### config.mk
export PLATFORM = sky130hd
export DESIGN_NAME = motor_speed_ramp
export DESIGN_NICKNAME = d
export VERILOG_FILES = /design/src/msr_pkg.sv /design/src/msr_div.sv /design/src/msr_mul.sv /design/src/motor_speed_ramp.sv
export SDC_FILE = /design/constraint.sdc
export NUM_CORES = 1
export LEC_CHECK = 0
export ABC_AREA = 1
export BUFFER_PORTS_ARGS = -buffer_cell sky130_fd_sc_hd__buf_2
export CAP_MARGIN = 30
export CORE_MARGIN = 5
export CORE_UTILIZATION = 56
export DETAILED_ROUTE_END_ITERATION = 8
export PLACE_DENSITY = 0.87
export SKIP_CTS_REPAIR_TIMING = 1
export SLEW_MARGIN = 0
export SYNTH_ARGS = -nofsm -noshare
export SYNTH_HDL_FRONTEND = slang
export SYNTH_SLANG_ARGS = --single-unit
### constraint.sdc
create_clock -name clk -period 4.4 [get_ports clk]
set_input_delay 0.22 -clock clk [delete_from_list [all_inputs] [get_ports clk]]
set_output_delay 0.22 -clock clk [all_outputs]
set_load 0.005 [all_outputs]
### src/msr_pkg.sv
package msr_pkg;

  localparam int SPEED_W       = 9;
  localparam int STEP_W        = 10;
  localparam int DUR_W         = 16;
  localparam int NOW_W         = 32;
  localparam int MUL_B_W       = 9;
  localparam int PROD_W        = STEP_W + MUL_B_W;
  localparam int PWM_W         = 8;
  localparam int TIME_BITS_DEF = 32;

  localparam logic [DUR_W-1:0] STOP_DURATION = 16'd10;
  localparam logic [DUR_W-1:0] ACC_DUR_RST   = 16'd500;

  // Configuration register indexes
  localparam logic CFG_MODE    = 1'b0;
  localparam logic CFG_ACC_DUR = 1'b1;

  typedef enum logic [2:0] {
    ST_IDLE,
    ST_EVAL,
    ST_DIV,
    ST_CHECK,
    ST_MUL,
    ST_WRITE
  } state_t;

  typedef struct packed {
    logic busy;
    logic done;
  } ser_sts_t;

  function automatic logic [STEP_W-1:0] abs_step(input logic [STEP_W-1:0] v);
    return v[STEP_W-1] ? (~v + 1'b1) : v;
  endfunction

endpackage

### src/msr_div.sv
module msr_div (
  input  logic                             clk,
  input  logic                             rst_n,
  input  logic                             start,
  input  logic [msr_pkg::STEP_W-1:0]       dividend,
  input  logic [msr_pkg::DUR_W-1:0]        divisor,
  output logic [msr_pkg::STEP_W-1:0]       quotient,
  output msr_pkg::ser_sts_t                sts
);

  localparam int N_W   = msr_pkg::STEP_W;
  localparam int D_W   = msr_pkg::DUR_W;
  localparam int CNT_W = $clog2(N_W + 1);

  logic             busy_r, done_r;
  logic [CNT_W-1:0] cnt_r;
  logic [N_W-1:0]   dd_r, q_r;
  logic [D_W-1:0]   rem_r, dvs_r;
  logic [D_W:0]     sh, sub;
  logic             ge;
  logic [D_W-1:0]   rem_nxt;

  // One quotient bit per cycle, restoring form
  always_comb begin
    sh      = {rem_r, dd_r[N_W-1]};
    sub     = sh - {1'b0, dvs_r};
    ge      = (sh >= {1'b0, dvs_r});
    rem_nxt = ge ? sub[D_W-1:0] : sh[D_W-1:0];
  end

  always_ff @(posedge clk) begin
    if (!rst_n) begin
      busy_r <= 1'b0;
      done_r <= 1'b0;
      cnt_r  <= '0;
    end else begin
      done_r <= 1'b0;
      if (start) begin
        busy_r <= 1'b1;
        cnt_r  <= CNT_W'(N_W);
      end else if (busy_r) begin
        cnt_r <= cnt_r - 1'b1;
        if (cnt_r == CNT_W'(1)) begin
          busy_r <= 1'b0;
          done_r <= 1'b1;
        end
      end
    end
  end

  always_ff @(posedge clk) begin
    if (start) begin
      dd_r  <= dividend;
      dvs_r <= divisor;
      rem_r <= '0;
      q_r   <= '0;
    end else if (busy_r) begin
      dd_r  <= {dd_r[N_W-2:0], 1'b0};
      rem_r <= rem_nxt;
      q_r   <= {q_r[N_W-2:0], ge};
    end
  end

  assign quotient = q_r;
  assign sts.busy = busy_r;
  assign sts.done = done_r;

endmodule

### src/msr_mul.sv
module msr_mul (
  input  logic                             clk,
  input  logic                             rst_n,
  input  logic                             start,
  input  logic [msr_pkg::STEP_W-1:0]       mcand,
  input  logic [msr_pkg::MUL_B_W-1:0]      mplier,
  output logic [msr_pkg::PROD_W-1:0]       product,
  output msr_pkg::ser_sts_t                sts
);

  localparam int B_W   = msr_pkg::MUL_B_W;
  localparam int P_W   = msr_pkg::PROD_W;
  localparam int CNT_W = $clog2(B_W + 1);

  logic             busy_r, done_r;
  logic [CNT_W-1:0] cnt_r;
  logic [P_W-1:0]   acc_r, mc_r;
  logic [B_W-1:0]   mp_r;

  always_ff @(posedge clk) begin
    if (!rst_n) begin
      busy_r <= 1'b0;
      done_r <= 1'b0;
      cnt_r  <= '0;
    end else begin
      done_r <= 1'b0;
      if (start) begin
        busy_r <= 1'b1;
        cnt_r  <= CNT_W'(B_W);
      end else if (busy_r) begin
        cnt_r <= cnt_r - 1'b1;
        if (cnt_r == CNT_W'(1)) begin
          busy_r <= 1'b0;
          done_r <= 1'b1;
        end
      end
    end
  end

  // Shift-add, multiplier bit zero first
  always_ff @(posedge clk) begin
    if (start) begin
      acc_r <= '0;
      mc_r  <= P_W'(mcand);
      mp_r  <= mplier;
    end else if (busy_r) begin
      if (mp_r[0]) begin
        acc_r <= acc_r + mc_r;
      end
      mc_r <= {mc_r[P_W-2:0], 1'b0};
      mp_r <= {1'b0, mp_r[B_W-1:1]};
    end
  end

  assign product  = acc_r;
  assign sts.busy = busy_r;
  assign sts.done = done_r;

endmodule

### src/motor_speed_ramp.sv
// Channel | Dir | Handshake            | Payload, lowest bit up
// in_     | in  | in_tvalid/in_tready   | tdata: target_speed[8:0], now_ms[40:9]
// out_    | out | out_tvalid/out_tready | tdata: pwm_forward, pwm_backward, speed_now;
//         |     |                       | tuser: updated
// cfg_    | in  | cfg_valid/cfg_ready   | cfg_addr: register index, cfg_data: value
//
// One item at a time. An item that leaves the speed alone goes from evaluation straight
// to the write step. A new target runs the 10-bit serial divider and, short of
// saturation, the 9-bit serial multiplier; a repeated target skips the divider.
// Reset is synchronous on rst_n: ramp state to zero, mode to stop, acc_duration to 500.
// A stalled output holds its result; the next item finishes and waits in the write step.
module motor_speed_ramp #(
  parameter int TIME_BITS = msr_pkg::TIME_BITS_DEF
) (
  input  logic        clk,
  input  logic        rst_n,
  input  logic        in_tvalid,
  output logic        in_tready,
  input  logic [47:0] in_tdata,   // target_speed[8:0], now_ms[40:9], zero fill
  output logic        out_tvalid,
  input  logic        out_tready,
  output logic [31:0] out_tdata,  // pwm_forward[7:0], pwm_backward[15:8], speed_now[24:16]
  output logic        out_tuser,  // updated
  input  logic        cfg_valid,
  output logic        cfg_ready,
  input  logic        cfg_addr,
  input  logic [15:0] cfg_data
);

  localparam int SW = msr_pkg::SPEED_W;
  localparam int TW = msr_pkg::STEP_W;
  localparam int DW = msr_pkg::DUR_W;
  localparam int PW = msr_pkg::PWM_W;

  msr_pkg::state_t state_r, state_nxt;

  // Configuration
  logic          mode_r;
  logic [DW-1:0] acc_r;

  // Ramp state
  logic signed [SW-1:0] cur_r, last_tgt_r;
  logic signed [TW-1:0] step_r;
  logic [TIME_BITS-1:0] last_time_r;

  // Item under work
  logic signed [SW-1:0] tgt_r;
  logic [TIME_BITS-1:0] now_r, dt_r;
  logic [DW-1:0]        dur_r;
  logic signed [TW-1:0] diff_r;
  logic                 upd_r;

  // Output register
  logic          out_tvalid_r;
  logic [PW-1:0] out_fwd_r, out_bwd_r;
  logic [SW-1:0] out_speed_r;
  logic          out_upd_r;

  logic                 div_start, mul_start, out_load;
  msr_pkg::ser_sts_t    div_sts, mul_sts;
  logic [TW-1:0]        div_q;
  logic [msr_pkg::PROD_W-1:0] mul_p;

  logic signed [SW-1:0] raw_tgt, tgt_sel;
  logic [DW-1:0]        dur_sel;
  logic signed [TW-1:0] diff_c, step_c, cur_ext, cur_mv;
  logic [TW-1:0]        diff_abs, rem_c, mag_c;
  logic                 sat_hit;
  logic [SW-1:0]        neg_cur;

  // Pick the target and duration from mode; clamp -256 to -255, zero duration to 1
  always_comb begin
    raw_tgt = in_tdata[SW-1:0];
    if (!mode_r) begin
      tgt_sel = '0;
      dur_sel = msr_pkg::STOP_DURATION;
    end else begin
      tgt_sel = (raw_tgt == {1'b1, {(SW-1){1'b0}}}) ? {1'b1, {(SW-2){1'b0}}, 1'b1} : raw_tgt;
      dur_sel = (acc_r == '0) ? DW'(1) : acc_r;
    end
  end

  always_comb begin
    diff_c   = {tgt_r[SW-1], tgt_r} - {cur_r[SW-1], cur_r};
    diff_abs = msr_pkg::abs_step(diff_c);
    rem_c    = msr_pkg::abs_step(diff_r);
    mag_c    = msr_pkg::abs_step(step_r);
    // Truncated quotient with the sign of the difference, never zero
    if (div_q == '0) begin
      step_c = diff_r[TW-1] ? {TW{1'b1}} : TW'(1);
    end else begin
      step_c = diff_r[TW-1] ? (~div_q + 1'b1) : div_q;
    end
    sat_hit = (mag_c != '0) && (dt_r >= TIME_BITS'(rem_c));
    cur_ext = {cur_r[SW-1], cur_r};
    cur_mv  = step_r[TW-1] ? (cur_ext - mul_p[TW-1:0]) : (cur_ext + mul_p[TW-1:0]);
    neg_cur = ~cur_r + 1'b1;
  end

  always_ff @(posedge clk) begin
    if (!rst_n) begin
      state_r <= msr_pkg::ST_IDLE;
    end else begin
      state_r <= state_nxt;
    end
  end

  always_comb begin
    state_nxt = state_r;
    in_tready = 1'b0;
    div_start = 1'b0;
    mul_start = 1'b0;
    out_load  = 1'b0;
    case (state_r)
      msr_pkg::ST_IDLE: begin
        in_tready = 1'b1;
        if (in_tvalid) state_nxt = msr_pkg::ST_EVAL;
      end
      msr_pkg::ST_EVAL: begin
        if (tgt_r == cur_r) begin
          state_nxt = msr_pkg::ST_WRITE;
        end else if (tgt_r != last_tgt_r) begin
          div_start = 1'b1;
          state_nxt = msr_pkg::ST_DIV;
        end else begin
          state_nxt = msr_pkg::ST_CHECK;
        end
      end
      msr_pkg::ST_DIV: begin
        if (div_sts.done) state_nxt = msr_pkg::ST_CHECK;
      end
      msr_pkg::ST_CHECK: begin
        if (dt_r == '0 || sat_hit) begin
          state_nxt = msr_pkg::ST_WRITE;
        end else begin
          mul_start = 1'b1;
          state_nxt = msr_pkg::ST_MUL;
        end
      end
      msr_pkg::ST_MUL: begin
        if (mul_sts.done) state_nxt = msr_pkg::ST_WRITE;
      end
      msr_pkg::ST_WRITE: begin
        if (!out_tvalid_r || out_tready) begin
          out_load  = 1'b1;
          state_nxt = msr_pkg::ST_IDLE;
        end
      end
      default: state_nxt = msr_pkg::ST_IDLE;
    endcase
  end

  // Configuration, output valid and ramp state
  always_ff @(posedge clk) begin
    if (!rst_n) begin
      mode_r       <= 1'b0;
      acc_r        <= msr_pkg::ACC_DUR_RST;
      cur_r        <= '0;
      last_tgt_r   <= '0;
      step_r       <= '0;
      last_time_r  <= '0;
      out_tvalid_r <= 1'b0;
    end else begin
      if (cfg_valid) begin
        case (cfg_addr)
          msr_pkg::CFG_MODE:    mode_r <= cfg_data[0];
          msr_pkg::CFG_ACC_DUR: acc_r  <= cfg_data;
          default: ;
        endcase
      end
      if (out_load) begin
        out_tvalid_r <= 1'b1;
      end else if (out_tready) begin
        out_tvalid_r <= 1'b0;
      end
      case (state_r)
        msr_pkg::ST_EVAL: begin
          if (tgt_r != cur_r) last_time_r <= now_r;
        end
        msr_pkg::ST_DIV: begin
          if (div_sts.done) begin
            step_r     <= step_c;
            last_tgt_r <= tgt_r;
          end
        end
        msr_pkg::ST_CHECK: begin
          // Elapsed time covers the gap: land on the target without multiplying
          if (dt_r != '0 && sat_hit) cur_r <= tgt_r;
        end
        msr_pkg::ST_MUL: begin
          if (mul_sts.done) begin
            cur_r <= (mul_p < msr_pkg::PROD_W'(rem_c)) ? cur_mv[SW-1:0] : tgt_r;
          end
        end
        default: ;
      endcase
    end
  end

  // Item payload and output data, no reset needed
  always_ff @(posedge clk) begin
    case (state_r)
      msr_pkg::ST_IDLE: begin
        if (in_tvalid) begin
          tgt_r <= tgt_sel;
          now_r <= TIME_BITS'(in_tdata[SW +: msr_pkg::NOW_W]);
          dur_r <= dur_sel;
        end
      end
      msr_pkg::ST_EVAL: begin
        upd_r  <= 1'b0;
        diff_r <= diff_c;
        // Repeated target: modular elapsed time; new target: one step
        dt_r   <= (last_tgt_r == tgt_r) ? (now_r - last_time_r) : TIME_BITS'(1);
      end
      msr_pkg::ST_CHECK: begin
        if (dt_r != '0) upd_r <= 1'b1;
      end
      default: ;
    endcase
    if (out_load) begin
      out_fwd_r   <= cur_r[SW-1] ? '0 : cur_r[PW-1:0];
      out_bwd_r   <= cur_r[SW-1] ? neg_cur[PW-1:0] : '0;
      out_speed_r <= cur_r;
      out_upd_r   <= upd_r;
    end
  end

  msr_div u_div (
    .clk      (clk),
    .rst_n    (rst_n),
    .start    (div_start),
    .dividend (diff_abs),
    .divisor  (dur_r),
    .quotient (div_q),
    .sts      (div_sts)
  );

  msr_mul u_mul (
    .clk     (clk),
    .rst_n   (rst_n),
    .start   (mul_start),
    .mcand   (mag_c),
    .mplier  (dt_r[msr_pkg::MUL_B_W-1:0]),
    .product (mul_p),
    .sts     (mul_sts)
  );

  assign cfg_ready  = 1'b1;
  assign out_tvalid = out_tvalid_r;
  assign out_tdata  = {7'd0, out_speed_r, out_bwd_r, out_fwd_r};
  assign out_tuser  = out_upd_r;

  a_accept_eval: assert property (@(posedge clk) disable iff (!rst_n)
    in_tvalid && in_tready |=> state_r == msr_pkg::ST_EVAL)
    else $error("accepted item did not move to evaluation");

  a_div_done: assert property (@(posedge clk) disable iff (!rst_n)
    div_sts.done |-> state_r == msr_pkg::ST_DIV)
    else $error("divider finished outside the divide step");

  a_mul_done: assert property (@(posedge clk) disable iff (!rst_n)
    mul_sts.done |-> state_r == msr_pkg::ST_MUL)
    else $error("multiplier finished outside the multiply step");

  a_start_idle: assert property (@(posedge clk) disable iff (!rst_n)
    !(div_start && div_sts.busy) && !(mul_start && mul_sts.busy))
    else $error("serial unit started while busy");

  a_speed_range: assert property (@(posedge clk) disable iff (!rst_n)
    cur_r != {1'b1, {(SW-1){1'b0}}})
    else $error("current speed reached -256");

endmodule
# After elaboration in Yosys (flattened, before gate mapping)
# Index checks and enable logic that the tools add are counted.
# classes
n_addsub,13
order_cmp,3
n_eq_ne,18
n_mux,52
bitwise_logic,10
reduce_logical,31
# ops
op,n
10-bit two-way mux,10
9-bit two-way mux,7
"10-bit by 1-bit adder with 10-bit output, second input constant",4
10-bit NOT,4
32-bit by 10-bit >= comparator with 1-bit output,1
32-bit logical NOT,1
32-bit nonzero test,1
32-bit subtractor,1
1-bit two-way mux,21
4-bit two-way mux,5
19-bit adder,1
19-bit by 10-bit less-than comparator with 1-bit output,1
9-bit equality test,2
9-bit inequality test,2
3-bit one-hot mux with 6 select lines,1
9-bit one-hot mux with 2 select lines,1
17-bit by 16-bit >= comparator with 1-bit output,1
16-bit logical NOT,1
16-bit two-way mux,1
16-bit subtractor,1
3-bit two-way mux,5
2-bit AND reduction,7
10-bit logical NOT,1
10-bit nonzero test,1
24 further kinds,46
# totals
regBits,318

# Longest topological paths before layout
# Gate-level depths: netlist of run 1.
# logic_depth
ltp_word,9
depth_mapped,26

# Cells and area by module
# From an unflattened synthesis of run 1, not the netlist that was laid out.
# hier_totals
hier_cells,2219
hier_area_um2,17875.9
# modules_own_cells
module,instances,cells_per_inst,area_per_inst_um2
motor_speed_ramp,1,1343,11487.3
msr_div,1,432,3246.9
msr_mul,1,444,3141.8

# Least setup slack after synthesis of run 1
# OpenSTA, ideal clock, no wires.
# synth_timing
path_type,reg-to-reg
startpoint,reg state_r[1]
endpoint,"reg dur_r[0], enable pin"
arrival_time_ps,4350
required_time_ps,3858
path_slack_ps,-492
path_stages_with_launch,4
path_buffers,0
synth_period_minus_slack_ps,4892
path_cell_list,dfxtp_1 -> nor2_1 -> inv_1 -> nor3_1
# synth_via
elab_chain_cells,2
# synth_lines
item,line_no,text
start: declaration,motor_speed_ramp.sv:35,"msr_pkg::state_t state_r, state_nxt;"
start signal: assignment,motor_speed_ramp.sv:102,state_r <= msr_pkg::ST_IDLE;
start signal: assignment,motor_speed_ramp.sv:104,state_r <= state_nxt;
3-bit logical NOT,motor_speed_ramp.sv:202,case (state_r)
2-bit AND reduction (no source line),--,
end signal: assignment,motor_speed_ramp.sv:207,dur_r <= dur_sel;
end: declaration,motor_speed_ramp.sv:49,logic [DW-1:0] dur_r;
# No other way between the ends.
# A chain may end at the register's enable or synchronous reset.

# Final worst setup path of run 1
# layout_timing
startpoint,reg diff_r[9]
endpoint,reg u_mul.mc_r[7] (data pin)
# layout_via
elab_chain_cells,9
# layout_lines
item,line_no,text
start: declaration,motor_speed_ramp.sv:50,logic signed [TW-1:0] diff_r;
start signal: assignment,motor_speed_ramp.sv:212,diff_r <= diff_c;
10-bit NOT,msr_pkg.sv:34,return v[STEP_W-1] ? (~v + 1'b1) : v;
10-bit by 1-bit adder with 10-bit output,msr_pkg.sv:34,
10-bit two-way mux *,msr_pkg.sv:34,
32-bit by 10-bit >= comparator with 1-bit output *,motor_speed_ramp.sv:94,sat_hit = (mag_c != '0) && (dt_r >= TIME_BITS'(rem_c));
1-bit logical AND *,motor_speed_ramp.sv:94,
1-bit logical OR *,motor_speed_ramp.sv:133,if (dt_r == '0 || sat_hit) begin
1-bit two-way mux *,motor_speed_ramp.sv:133,
1-bit two-way mux *,motor_speed_ramp.sv:114,case (state_r)
10-bit two-way mux *,msr_mul.sv:42,if (start) begin
end signal: assignment,msr_mul.sv:44,mc_r <= P_W'(mcand);
end signal: assignment,msr_mul.sv:50,"mc_r <= {mc_r[P_W-2:0], 1'b0};"
end: declaration,msr_mul.sv:17,"logic [P_W-1:0] acc_r, mc_r;"
# Every way passes the cells marked *; elsewhere a longest branch is shown, timed or not.

==> results of run 1 <==
## how the worst min path moves through the flow
stage | endpoint | slack, ns | depth (start not counted)
2_1_floorplan | now_r[0] | 0.32 | 0
3_3_place_gp | now_r[14] | 0.40 | 1
3_5_place_dp | now_r[14] | 0.40 | 1
4_1_cts | now_r[10] | -0.14 | 1
5_1_grt | tgt_r[7] | 0.01 | 3
6_report | acc_r[3] | -0.02 | 3
## cell families (layout without fill, tap and decap cells)
group                    Yosys count  after routing
AO/OA/AOI/OAI                    507            507
XOR/XNOR                          73             73
adder cells (fa/ha/maj)          114            114
buffers and inverters            355            499
flip-flops                       318            318
other                              2              8
AND/OR/NAND/NOR                  672            672
## layout by cell type, fill, tap and decap left out, types with 6 or more instances in the layout
cell	n
nand2_1	341
inv_1	287
a21oi_1	218
nor2_1	178
edfxtp_1	171
o21ai_0	161
dfxtp_1	147
ha_1	109
buf_2	90
xor2_1	52
nand3_1	46
dlygate4sd3_1	40
clkbuf_16	36
o21ai_1	27
nor3_1	25
nor4_1	21
xnor2_1	20
nand4_1	14
o21a_1	14
o211ai_1	13
or2_2	11
a21oi_2	11
a31oi_1	10
a211oi_1	10
a21o_1	9
o22ai_1	9
buf_4	9
inv_2	8
conb_1	8
clkbuf_1	7
or2_0	6
## state kept, by name (all words and copies together) (netlist names), 9 cells and up
register,cells
dt_r,32
last_time_r,32
now_r,32
u_mul.mc_r,19
u_mul.product,19
acc_r,16
dur_r,16
u_div.dvs_r,16
u_div.rem_r,16
diff_r,10
step_r,10
u_div.dd_r,10
u_div.quotient,10
cur_r,9
last_tgt_r,9
out_speed_r,9
tgt_r,9
u_mul.mp_r,9
## cell type report
type | instances | area [µm²] | area share
flip-flops and latches | 318 | 8080 | 0.410
inverters | 295 | 1110 | 0.0563
multi-input cells | 1374 | 7860 | 0.399
repair buffers | 140 | 933 | 0.0474
well taps | 396 | 495 | 0.0252
clock inverters | 18 | 236 | 0.0120
clock buffers | 46 | 968 | 0.0492
## critical path: stages, from the launching register on
cell	delay (ns)
edfxtp_1	0.59
inv_1	0.31
o21ai_0	0.39
ha_1	0.32
nand2_1	0.07
nand3_1	0.07
nand2_1	0.07
nand2_1	0.06
nand2_1	0.05
nand2_1	0.04
nand2_1	0.06
nand2_1	0.05
nand2_1	0.05
nand2_1	0.04
nand2_1	0.05
nand2_1	0.07
nand2_2	0.10
nand2_4	0.12
inv_2	0.53
buf_4	0.33
o21ai_0	0.10
inv_1	0.05
## power by group through the flow
stage / sequential (mW) / combinational, mW / clock [mW]
after floorplan: 4.14 / 3.44 / 0
after global placement: 4.26 / 4.15 / 0
after detailed placement: 4.29 / 4.31 / 0
after CTS: 4.23 / 4.39 / 3.07
after global routing: 4.30 / 5.11 / 3.21
final: 4.25 / 4.50 / 3.05
## through the flow
stage	hold WS (ns)	worst slack [ns]	power [mW]	utilization
after floorplan	0.319	0.659	7.58	-
after global placement	0.396	0.858	8.41	0.590
after detailed placement	0.398	0.812	8.60	0.590
after CTS	-0.140	0.783	11.7	0.630
after global routing	0.0136	0.393	12.6	0.643
final	-0.0174	0.739	11.8	0.643
## routing by layer
layer  global-route usage  part of all wire  up-vias
met4               0.0810             0.032        0
li1                     -                 -     7104
met3               0.0336             0.062      108
met5                    0                 0        -
met1                0.295              0.41     6725
met2                0.384              0.50      509
## cells in the mapped netlist, drive strengths merged, types with 3 or more instances
cell type  number  area [µm²]
or2            18         113
nor4           23         159
o22ai           9        56.3
o211ai         13        97.6
o221ai          3        26.3
nor3           32         196
ha            109        1360
a21o            9        67.6
o21a           14         105
o31ai           4        30.0
clkbuf         32         120
a211oi         10        75.1
xor2           53         472
xnor2          20         175
a21oi         229        1190
nand2         346        1320
nand3          48         250
edfxtp        171        5130
nand4          15         100
nor2          184         721
buf            28         185
o21bai          4        30.0
o21ai         193         985
a31oi          10        62.6
dfxtp         147        2940
inv           295        1110
a221oi          3        26.3
fa              5         100
==> metrics.cfg, run 1 <==
[power]
p_switching_mw = 4.55
pwr-share-seq = 0.360
vdd_drop_max_v = 0.000413
swShare = 0.385
p_leak_nw = 8.57
p_clk_frac = 0.258
p_comb_frac = 0.381
powerDensity_nw_per_um2 = 599
p_int_mw = 7.25

[global_routing]
grt_pass1_vias = 13730
grt_pass1_wl_um = 64900
overflow = 0
antenna_found_initial = 0
grt.total_usage = 0.226
grt_max_degree = 77

[run_status]
violations = negative hold slack
status = complete, but fails checks

[worst_hold_path]
hold_path.startpoint = cfg_data[3]
hold_path_class = input pin to register

[yosys]
ys_seq_area_frac = 0.467
synth_compound_gate_area_share = 0.162
ys_ff_latch = 318
avgSynthCellArea_um2 = 8.48
yosysWarnings = 0
synth_edf_count = 171
ys.flop_type = edfxtp_1
synth-simple-area-share = 0.167
syn_inst = 2041
synth_top_family_by_area = simple AND/OR/NAND/NOR gates
syn_area_um2 = 17300
synthXorXnorAreaFrac = 0.0374
ys_types = 55
async_flop_share = 0
synthMuxAreaShare = 0
synth_adder_area_share = 0.0846

[floorplan]
rows = 64
initial_core_util = 0.566
die_y_um = 186
ios = 106
design.core.area_um2 = 30600
dieArea_um2 = 34500
die_x_um = 186

[timing]
setup_violations = 0
tightest_slew_ns = 0.920
setup-tns-final_ns = 0
timing.fmax_mhz = 273
period_needed_ns = 3.66
hold_viol = 3
holdWs_ns = -0.0174
grt_setup_unrepaired = false
max_slew_margin = 0.385
slew_viol_final = 0
period_share = 0.832
fin_skew_ns = 0.0180

[clock_network]
clock_latency_ns = 0.52
numCtsBuffers = 35
cts-root-buf = clkbuf_16
tritoncts = yes
clkTransAtPathRegs_ns = 0.06
htreeDepth = 2
clock-sinks = 318
clockBufferDepth = 3

[placed_design]
port_buffers = 90
postPlaceCellArea_um2 = 18100
place_congestion = 0.936
dp_hpwl_um = 28200
dpl.cell_count = 2482

[flow_run]
cap_violations = 0

[detailed_routing]
vias = 14446
dr.pass1.iters = 6
drc = 0
avgViaCountPerCell = 5.58
drtIter0Drc = 1182
wl_per_cell_um = 15.8
final_antenna_net_count = 0
wl_um = 40900

[worst_setup_path]
r2r_setup_slack_ns = 0.74
crit_path_end = u_mul.mc_r[7]
crit_path_start_kind = register
arrival_ns = 4.05
r2r_end = u_mul.mc_r[7]
cp.required_ns = 4.79
critPathMaxFanout = 35
startpoint = diff_r[9]
worstReg2RegStart = diff_r[9]
setup.worst_path.end_class = register
reg2regPathDepth = 21
worstSetupPathType = register to register

[layout]
synthToLayoutAreaGrowth_pct = 13.7
drive_gt1_frac = 0.0972
stdcell_area_um2 = 19700
diodes = 0
final_nets = 2348
num-fill-cells = 2372
fin_cells = 2587

(Power assumes the default switching activity.)
==> run 2: changes to the inputs <==
Settings changed: CORE_UTILIZATION 56 to 60, PLACE_DENSITY 0.87 to 0.89.
Clock period 4.4 ns to 3.4 ns, I/O delays scaled along.
==> run 2 against run 1 <==
  * The run now ends clean
  * Critical path depth fell by 7
  * Combinational power rose by 35%
  * Power rose by 27%
  * Global-route usage rose by 0.73 points
  * Routed wire length rose by 7.2%
  * Worst hold slack improved by 0.17 ns
  * Final cell count rose by 0.73%
  * Via count rose by 3.9%
  * First-iteration DRC count rose by 27%
  * Critical path type unchanged
  * Largest cell class unchanged
  * Largest power group unchanged
  * Highest routed layer unchanged
==> metrics.cfg, run 2 (synthesis gave the netlist of run 1 again) <==
[layout]
synthToLayoutAreaGrowth_pct = 14.7  ; was 13.7%
final_nets = 2381  ; was 2348
mostFrequentLayoutCell = nand2_1  ; unchanged
layout_common_cells = nand2_1, inv_1, a21oi_1  ; unchanged
diodes = 0  ; unchanged
drive_gt1_frac = 0.103  ; was 0.0972
utilization = 0.693  ; was 0.643
num-fill-cells = 1985  ; was 2372
reg_top3 = dt_r x32, last_time_r x32, now_r x32  ; unchanged

[detailed_routing]
vias = 15010  ; was 14446
wl_per_cell_um = 16.8  ; was 15.8 µm
avgViaCountPerCell = 5.76  ; was 5.58
wl_um = 43800  ; was 40900 µm
drtIter0Drc = 1502  ; was 1182
dr.pass1.iters = 8  ; was 6
final_antenna_net_count = 0  ; unchanged
drc = 0  ; unchanged

[global_routing]
overflow = 0  ; unchanged
grt.total_usage = 0.233  ; was 0.226
antenna_found_initial = 0  ; unchanged
grt_max_degree = 68  ; was 77
grt_pass1_wl_um = 65000  ; was 64900 µm
grt_pass1_vias = 13866  ; was 13730

[worst_setup_path]
critPathBufInv = 1  ; was 4
worstSetupPathType = register to register  ; unchanged
crit_path_start_kind = register  ; unchanged
crit_family = simple AND/OR/NAND/NOR gates  ; was buffers and inverters
critPathMaxFanout = 18  ; was 35
arrival_ns = 3.38  ; was 4.05 ns
crit_top_cell = nand2_1  ; unchanged
cp.required_ns = 3.73  ; was 4.79 ns
cpPeakStageDelay_ns = 0.45  ; was 0.59 ns
path_cells = nor2_2 > nand2_1 > nor4_1 > nand3_1 > ha_1 > a21oi_1 > nand2_1 > nor3_1 > nand2_1 > nand2_2 > nand2_8 > or2_2 > o21ai_0 > inv_1  ; was inv_1 > o21ai_0 > ha_1 > nand2_1 > nand3_1 > nand2_1 > nand2_1 > nand2_1 > nand2_1 > nand2_1 > nand2_1 > nand2_1 > nand2_1 > nand2_1 > nand2_1 > nand2_2 > nand2_4 > inv_2 > buf_4 > o21ai_0 > inv_1
critPathSlowestCell = edfxtp_1  ; unchanged
setup.worst_path.end_class = register  ; unchanged

[power]
pwr-share-seq = 0.365  ; was 0.360
swShare = 0.401  ; was 0.385
powerDensity_nw_per_um2 = 755  ; was 599 nW/µm²
p_clk_frac = 0.230  ; was 0.258
p_switching_mw = 6.01  ; was 4.55 mW
p_comb_frac = 0.405  ; was 0.381
vdd_drop_max_v = 0.000652  ; was 0.000413 V
p_leak_nw = 8.65  ; was 8.57 nW
p_int_mw = 8.97  ; was 7.25 mW
finalPower_mw = 15.0  ; was 11.8 mW

[timing]
setup-tns-final_ns = 0  ; unchanged
slew_viol_final = 0  ; unchanged
max_slew_margin = 0.360  ; was 0.385
tightest_slew_ns = 0.956  ; was 0.920 ns
setup_violations = 0  ; unchanged
period_share = 0.899  ; was 0.832
period_needed_ns = 3.06  ; was 3.66 ns
fin_skew_ns = 0.0252  ; was 0.0180 ns
grt_setup_unrepaired = false  ; unchanged
timing.fmax_mhz = 327  ; was 273 MHz
hold_viol = 0  ; was 3

[run_status]
status = complete, no violations  ; was complete, but fails checks

[clock_network]
cts-root-buf = clkbuf_16  ; unchanged
tritoncts = yes  ; unchanged
clockBufferDepth = 3  ; unchanged
clock-sinks = 318  ; unchanged
htreeDepth = 1  ; was 2
numCtsBuffers = 31  ; was 35
clock_latency_ns = 0.60  ; was 0.52 ns
clkTransAtPathRegs_ns = 0.07  ; was 0.06 ns

[floorplan]
ios = 106  ; unchanged
initial_core_util = 0.605  ; was 0.566
rows = 62  ; was 64
die_x_um = 180  ; was 186 µm
die_y_um = 180  ; was 186 µm
dieArea_um2 = 32300  ; was 34500 µm²
design.core.area_um2 = 28600  ; was 30600 µm²

[flow_run]
cap_violations = 0  ; unchanged

[placed_design]
port_buffers = 90  ; unchanged
dp_hpwl_um = 28900  ; was 28200 µm
place_congestion = 0.915  ; was 0.936

[worst_hold_path]
hold_path_class = input pin to register  ; unchanged

run 2: cell count changes in the layout (fill, tap and decap cells not counted), moves of 3 or more:
cell,previous run,this run
buf_4,9,24
bufinv_16,5,1
clkinvlp_4,1,5
clkbuf_16,36,32
clkinv_1,3,0
dlygate4sd3_1,40,62
run 2: per-stage QoR:
stage | hold slack [ns] | setup WS (ns) | cells | cell area [µm²]
2_1_floorplan | 0.269 | 0.213 | 2047 | 17300
3_5_place_dp | 0.348 | 0.306 | 2482 | 18200
4_1_cts | -0.269 | 0.228 | 2540 | 19200
5_1_grt | 0.129 | 0.00972 | 2606 | 19800
3_3_place_gp | 0.347 | 0.316 | 2482 | 18200
6_report | 0.150 | 0.344 | 2606 | 19800
run 2: layout make-up:
| type | instances | area [µm²] | share of cell area |
|---|---|---|---|
| Clock buffer | 42 | 878 | 0.0443 |
| Clock inverter | 16 | 143 | 0.00719 |
| Inverter | 295 | 1110 | 0.0561 |
| Multi-Input combinational cell | 1374 | 7880 | 0.397 |
| Sequential cell | 318 | 8080 | 0.407 |
| Tap cell | 384 | 480 | 0.0242 |
| Timing Repair Buffer | 177 | 1270 | 0.0640 |
run 2: worst min-delay path: stages:
cell and delay [ns]:
buf_2 0.11, inv_1 0.12, a221oi_1 0.12, nand2_1 0.09
a21oi_1 0.08
run 2: final timing paths:
| check | to | start | cells after the start | slack, ns |
|---|---|---|---|---|
| setup / recovery | u_mul.mc_r[4] | diff_r[3] | 14 | 0.34 |
| hold / removal | state_r[0] | in_tvalid | 5 | 0.15 |
| setup reg to reg | u_mul.mc_r[4] | diff_r[3] | 14 | 0.34 |
| hold reg to reg | u_div.dvs_r[7] | dur_r[7] | 0 | 0.42 |
run 2: per-layer routing:
layer / wire, µm / vias to the layer above / share of wire / GRT usage
met3: 3050 / 165 / 0.070 / 0.0295
li1: - / 7177 / - / -
met1: 17200 / 6961 / 0.39 / 0.299
met5: 0 / - / 0 / 0
met2: 21900 / 707 / 0.50 / 0.415
met4: 1660 / 0 / 0.038 / 0.0692
run 2: power by group through the flow:
stage / clock network (mW) / registers [mW] / logic, mW
floorplan: 0 / 5.36 / 4.45
global placement: 0 / 5.48 / 5.44
detailed placement: 0 / 5.51 / 5.69
CTS: 3.45 / 5.44 / 5.78
global route: 3.65 / 5.53 / 6.76
finish: 3.44 / 5.47 / 6.07
==> run 3: changes to the inputs <==
Settings changed: PLACE_DENSITY 0.89 to 0.82.
==> run 3 against run 2 <==
  * The run now ends with negative hold slack left
  * Critical path depth grew 10
  * Worst setup slack better by 0.0060 ns
  * Maximum frequency up 0.20%
  * Routed wire length shrank 6.4%
  * Final cell count is 0.38% lower
  * Largest cell class unchanged
  * Clock skew fell by 0.0068 ns
==> metrics.cfg, run 3 (synthesis gave the netlist of run 1 again) <==
[power]
p_int_mw = 9.24  ; was 8.97 mW
swShare = 0.388  ; was 0.401
finalPower_mw = 15.1  ; was 15.0 mW
p_comb_frac = 0.390  ; was 0.405
p_leak_nw = 8.62  ; was 8.65 nW
p_clk_frac = 0.247  ; was 0.230
vdd_drop_max_v = 0.000483  ; was 0.000652 V
powerDensity_nw_per_um2 = 763  ; was 755 nW/µm²
pwr-share-seq = 0.363  ; was 0.365
p_switching_mw = 5.85  ; was 6.01 mW

[layout]
drive_gt1_frac = 0.0986  ; was 0.103
final_nets = 2369  ; was 2381
layout_common_cells = nand2_1, inv_1, a21oi_1  ; unchanged
synthToLayoutAreaGrowth_pct = 14.3  ; was 14.7%
reg_top3 = dt_r x32, last_time_r x32, now_r x32  ; unchanged
utilization = 0.691  ; was 0.693
mostFrequentLayoutCell = nand2_1  ; unchanged

[floorplan]
die_x_um = 180  ; unchanged
dieArea_um2 = 32300  ; unchanged
ios = 106  ; unchanged
design.core.area_um2 = 28600  ; unchanged
rows = 62  ; unchanged
die_y_um = 180  ; unchanged
initial_core_util = 0.605  ; unchanged

[placed_design]
dp_hpwl_um = 28200  ; was 28900 µm
place_congestion = 0.912  ; was 0.915
port_buffers = 90  ; unchanged

[clock_network]
cts-root-buf = clkbuf_16  ; unchanged
htreeDepth = 2  ; was 1
clkTransAtPathRegs_ns = 0.06  ; was 0.07 ns
numCtsBuffers = 35  ; was 31
clock-sinks = 318  ; unchanged
clock_latency_ns = 0.51  ; was 0.60 ns
tritoncts = yes  ; unchanged
clockBufferDepth = 3  ; unchanged

[global_routing]
grt_use_met3 = 0.0348  ; was 0.0295
grt_util_met1 = 0.303  ; was 0.299
grt_pass1_wl_um = 64300  ; was 65000 µm
grt.total_usage = 0.234  ; was 0.233
overflow = 0  ; unchanged
top_usage_layer = met2  ; unchanged
grt_pass1_vias = 13431  ; was 13866
antenna_found_initial = 2  ; was 0
gr-usage-met2 = 0.408  ; was 0.415
grt_max_degree = 64  ; was 68

[worst_setup_path]
critPathMaxFanout = 18  ; unchanged
setup.worst_path.end_class = register  ; unchanged
cp.required_ns = 3.65  ; was 3.73 ns
worstSetupPathType = register to register  ; unchanged
arrival_ns = 3.30  ; was 3.38 ns
crit_path_start_kind = register  ; unchanged

[timing]
timing.fmax_mhz = 328  ; was 327 MHz
hold_viol = 5  ; was 0
fin_skew_ns = 0.0184  ; was 0.0252 ns
period_needed_ns = 3.05  ; was 3.06 ns
setup_violations = 0  ; unchanged
tightest_slew_ns = 0.772  ; was 0.956 ns
period_share = 0.897  ; was 0.899
slew_viol_final = 0  ; unchanged
holdWs_ns = -0.0193  ; was 0.150 ns
setup-tns-final_ns = 0  ; unchanged
max_slew_margin = 0.486  ; was 0.360

[worst_hold_path]
hold_path_class = input pin to register  ; unchanged

[detailed_routing]
wl_um = 41000  ; was 43800 µm
drc = 0  ; unchanged
avgViaCountPerCell = 5.55  ; was 5.76
vias = 14414  ; was 15010
dr.pass1.iters = 6  ; was 8
final_antenna_net_count = 0  ; unchanged
wl_per_cell_um = 15.8  ; was 16.8 µm
drtIter0Drc = 1309  ; was 1502

[flow_run]
cap_violations = 0  ; unchanged

[run_status]
violations = negative hold slack
status = complete, but fails checks  ; was complete, no violations

==> run 3: area by class of cell <==
class | count | area, µm²
clock inverters | 15 | 153
repair buffers | 161 | 1110
clock buffers | 47 | 961
inverters | 295 | 1110
flip-flops and latches | 318 | 8080
multi-input cells | 1374 | 7880
fillers | 2102 | 8840
diodes | 2 | 5.00
well taps | 384 | 480
==> run 3: final timing paths <==
path	from	end	slack, ns	cells past startpoint
min	in_tdata[0]	tgt_r[0]	-0.02	3
max	diff_r[0]	u_mul.mc_r[4]	0.35	24
min reg2reg	dur_r[0]	u_div.dvs_r[0]	0.42	0
max reg2reg	diff_r[0]	u_mul.mc_r[4]	0.35	24
==> run 3: worst max-delay path, cell delays in order, from the launching register on <==
cell	delay, ns
edfxtp_1	0.45
inv_1	0.09
ha_1	0.21
nand2_1	0.07
nand2_1	0.11
nor2_1	0.06
a21oi_1	0.19
ha_1	0.27
nand2_1	0.07
inv_1	0.03
nand2_1	0.05
nand2_1	0.04
nand2_1	0.06
nand2_1	0.04
nand2_1	0.05
nand2_1	0.05
nand2_1	0.05
nand2_1	0.04
nand2_1	0.05
nand2_1	0.07
nand2_2	0.13
nand2_8	0.11
or2_2	0.31
o21ai_0	0.11
inv_1	0.06
==> run 3: per-layer routing <==
layer | share of wire | vias to the layer above | wire length [µm]
li1 | - | 7151 | -
met3 | 0.062 | 91 | 2550
met4 | 0.027 | 0 | 1120
met1 | 0.42 | 6669 | 17000
met2 | 0.49 | 503 | 20300
met5 | 0 | - | 0
==> run 3: stage by stage <==
stage          std cells  hold slack [ns]  area, µm²  setup WS (ns)
6_report            2596          -0.0193      19800          0.350
5_1_grt             2596         0.000101      19800       -0.00960
4_1_cts             2543           -0.187      19300          0.237
3_5_place_dp        2481            0.348      18100          0.270
3_3_place_gp        2481            0.346      18100          0.296
2_1_floorplan       2047            0.269      17300          0.213
==> run 3: power by group through the flow <==
| stage | Combinational, mW | Clock (mW) | Sequential [mW] |
|---|---|---|---|
| final | 5.88 | 3.72 | 5.48 |
| after global routing | 6.62 | 3.95 | 5.55 |
| after CTS | 5.74 | 3.77 | 5.47 |
| after detailed placement | 5.65 | 0 | 5.53 |
| after global placement | 5.44 | 0 | 5.50 |
| after floorplan | 4.45 | 0 | 5.36 |
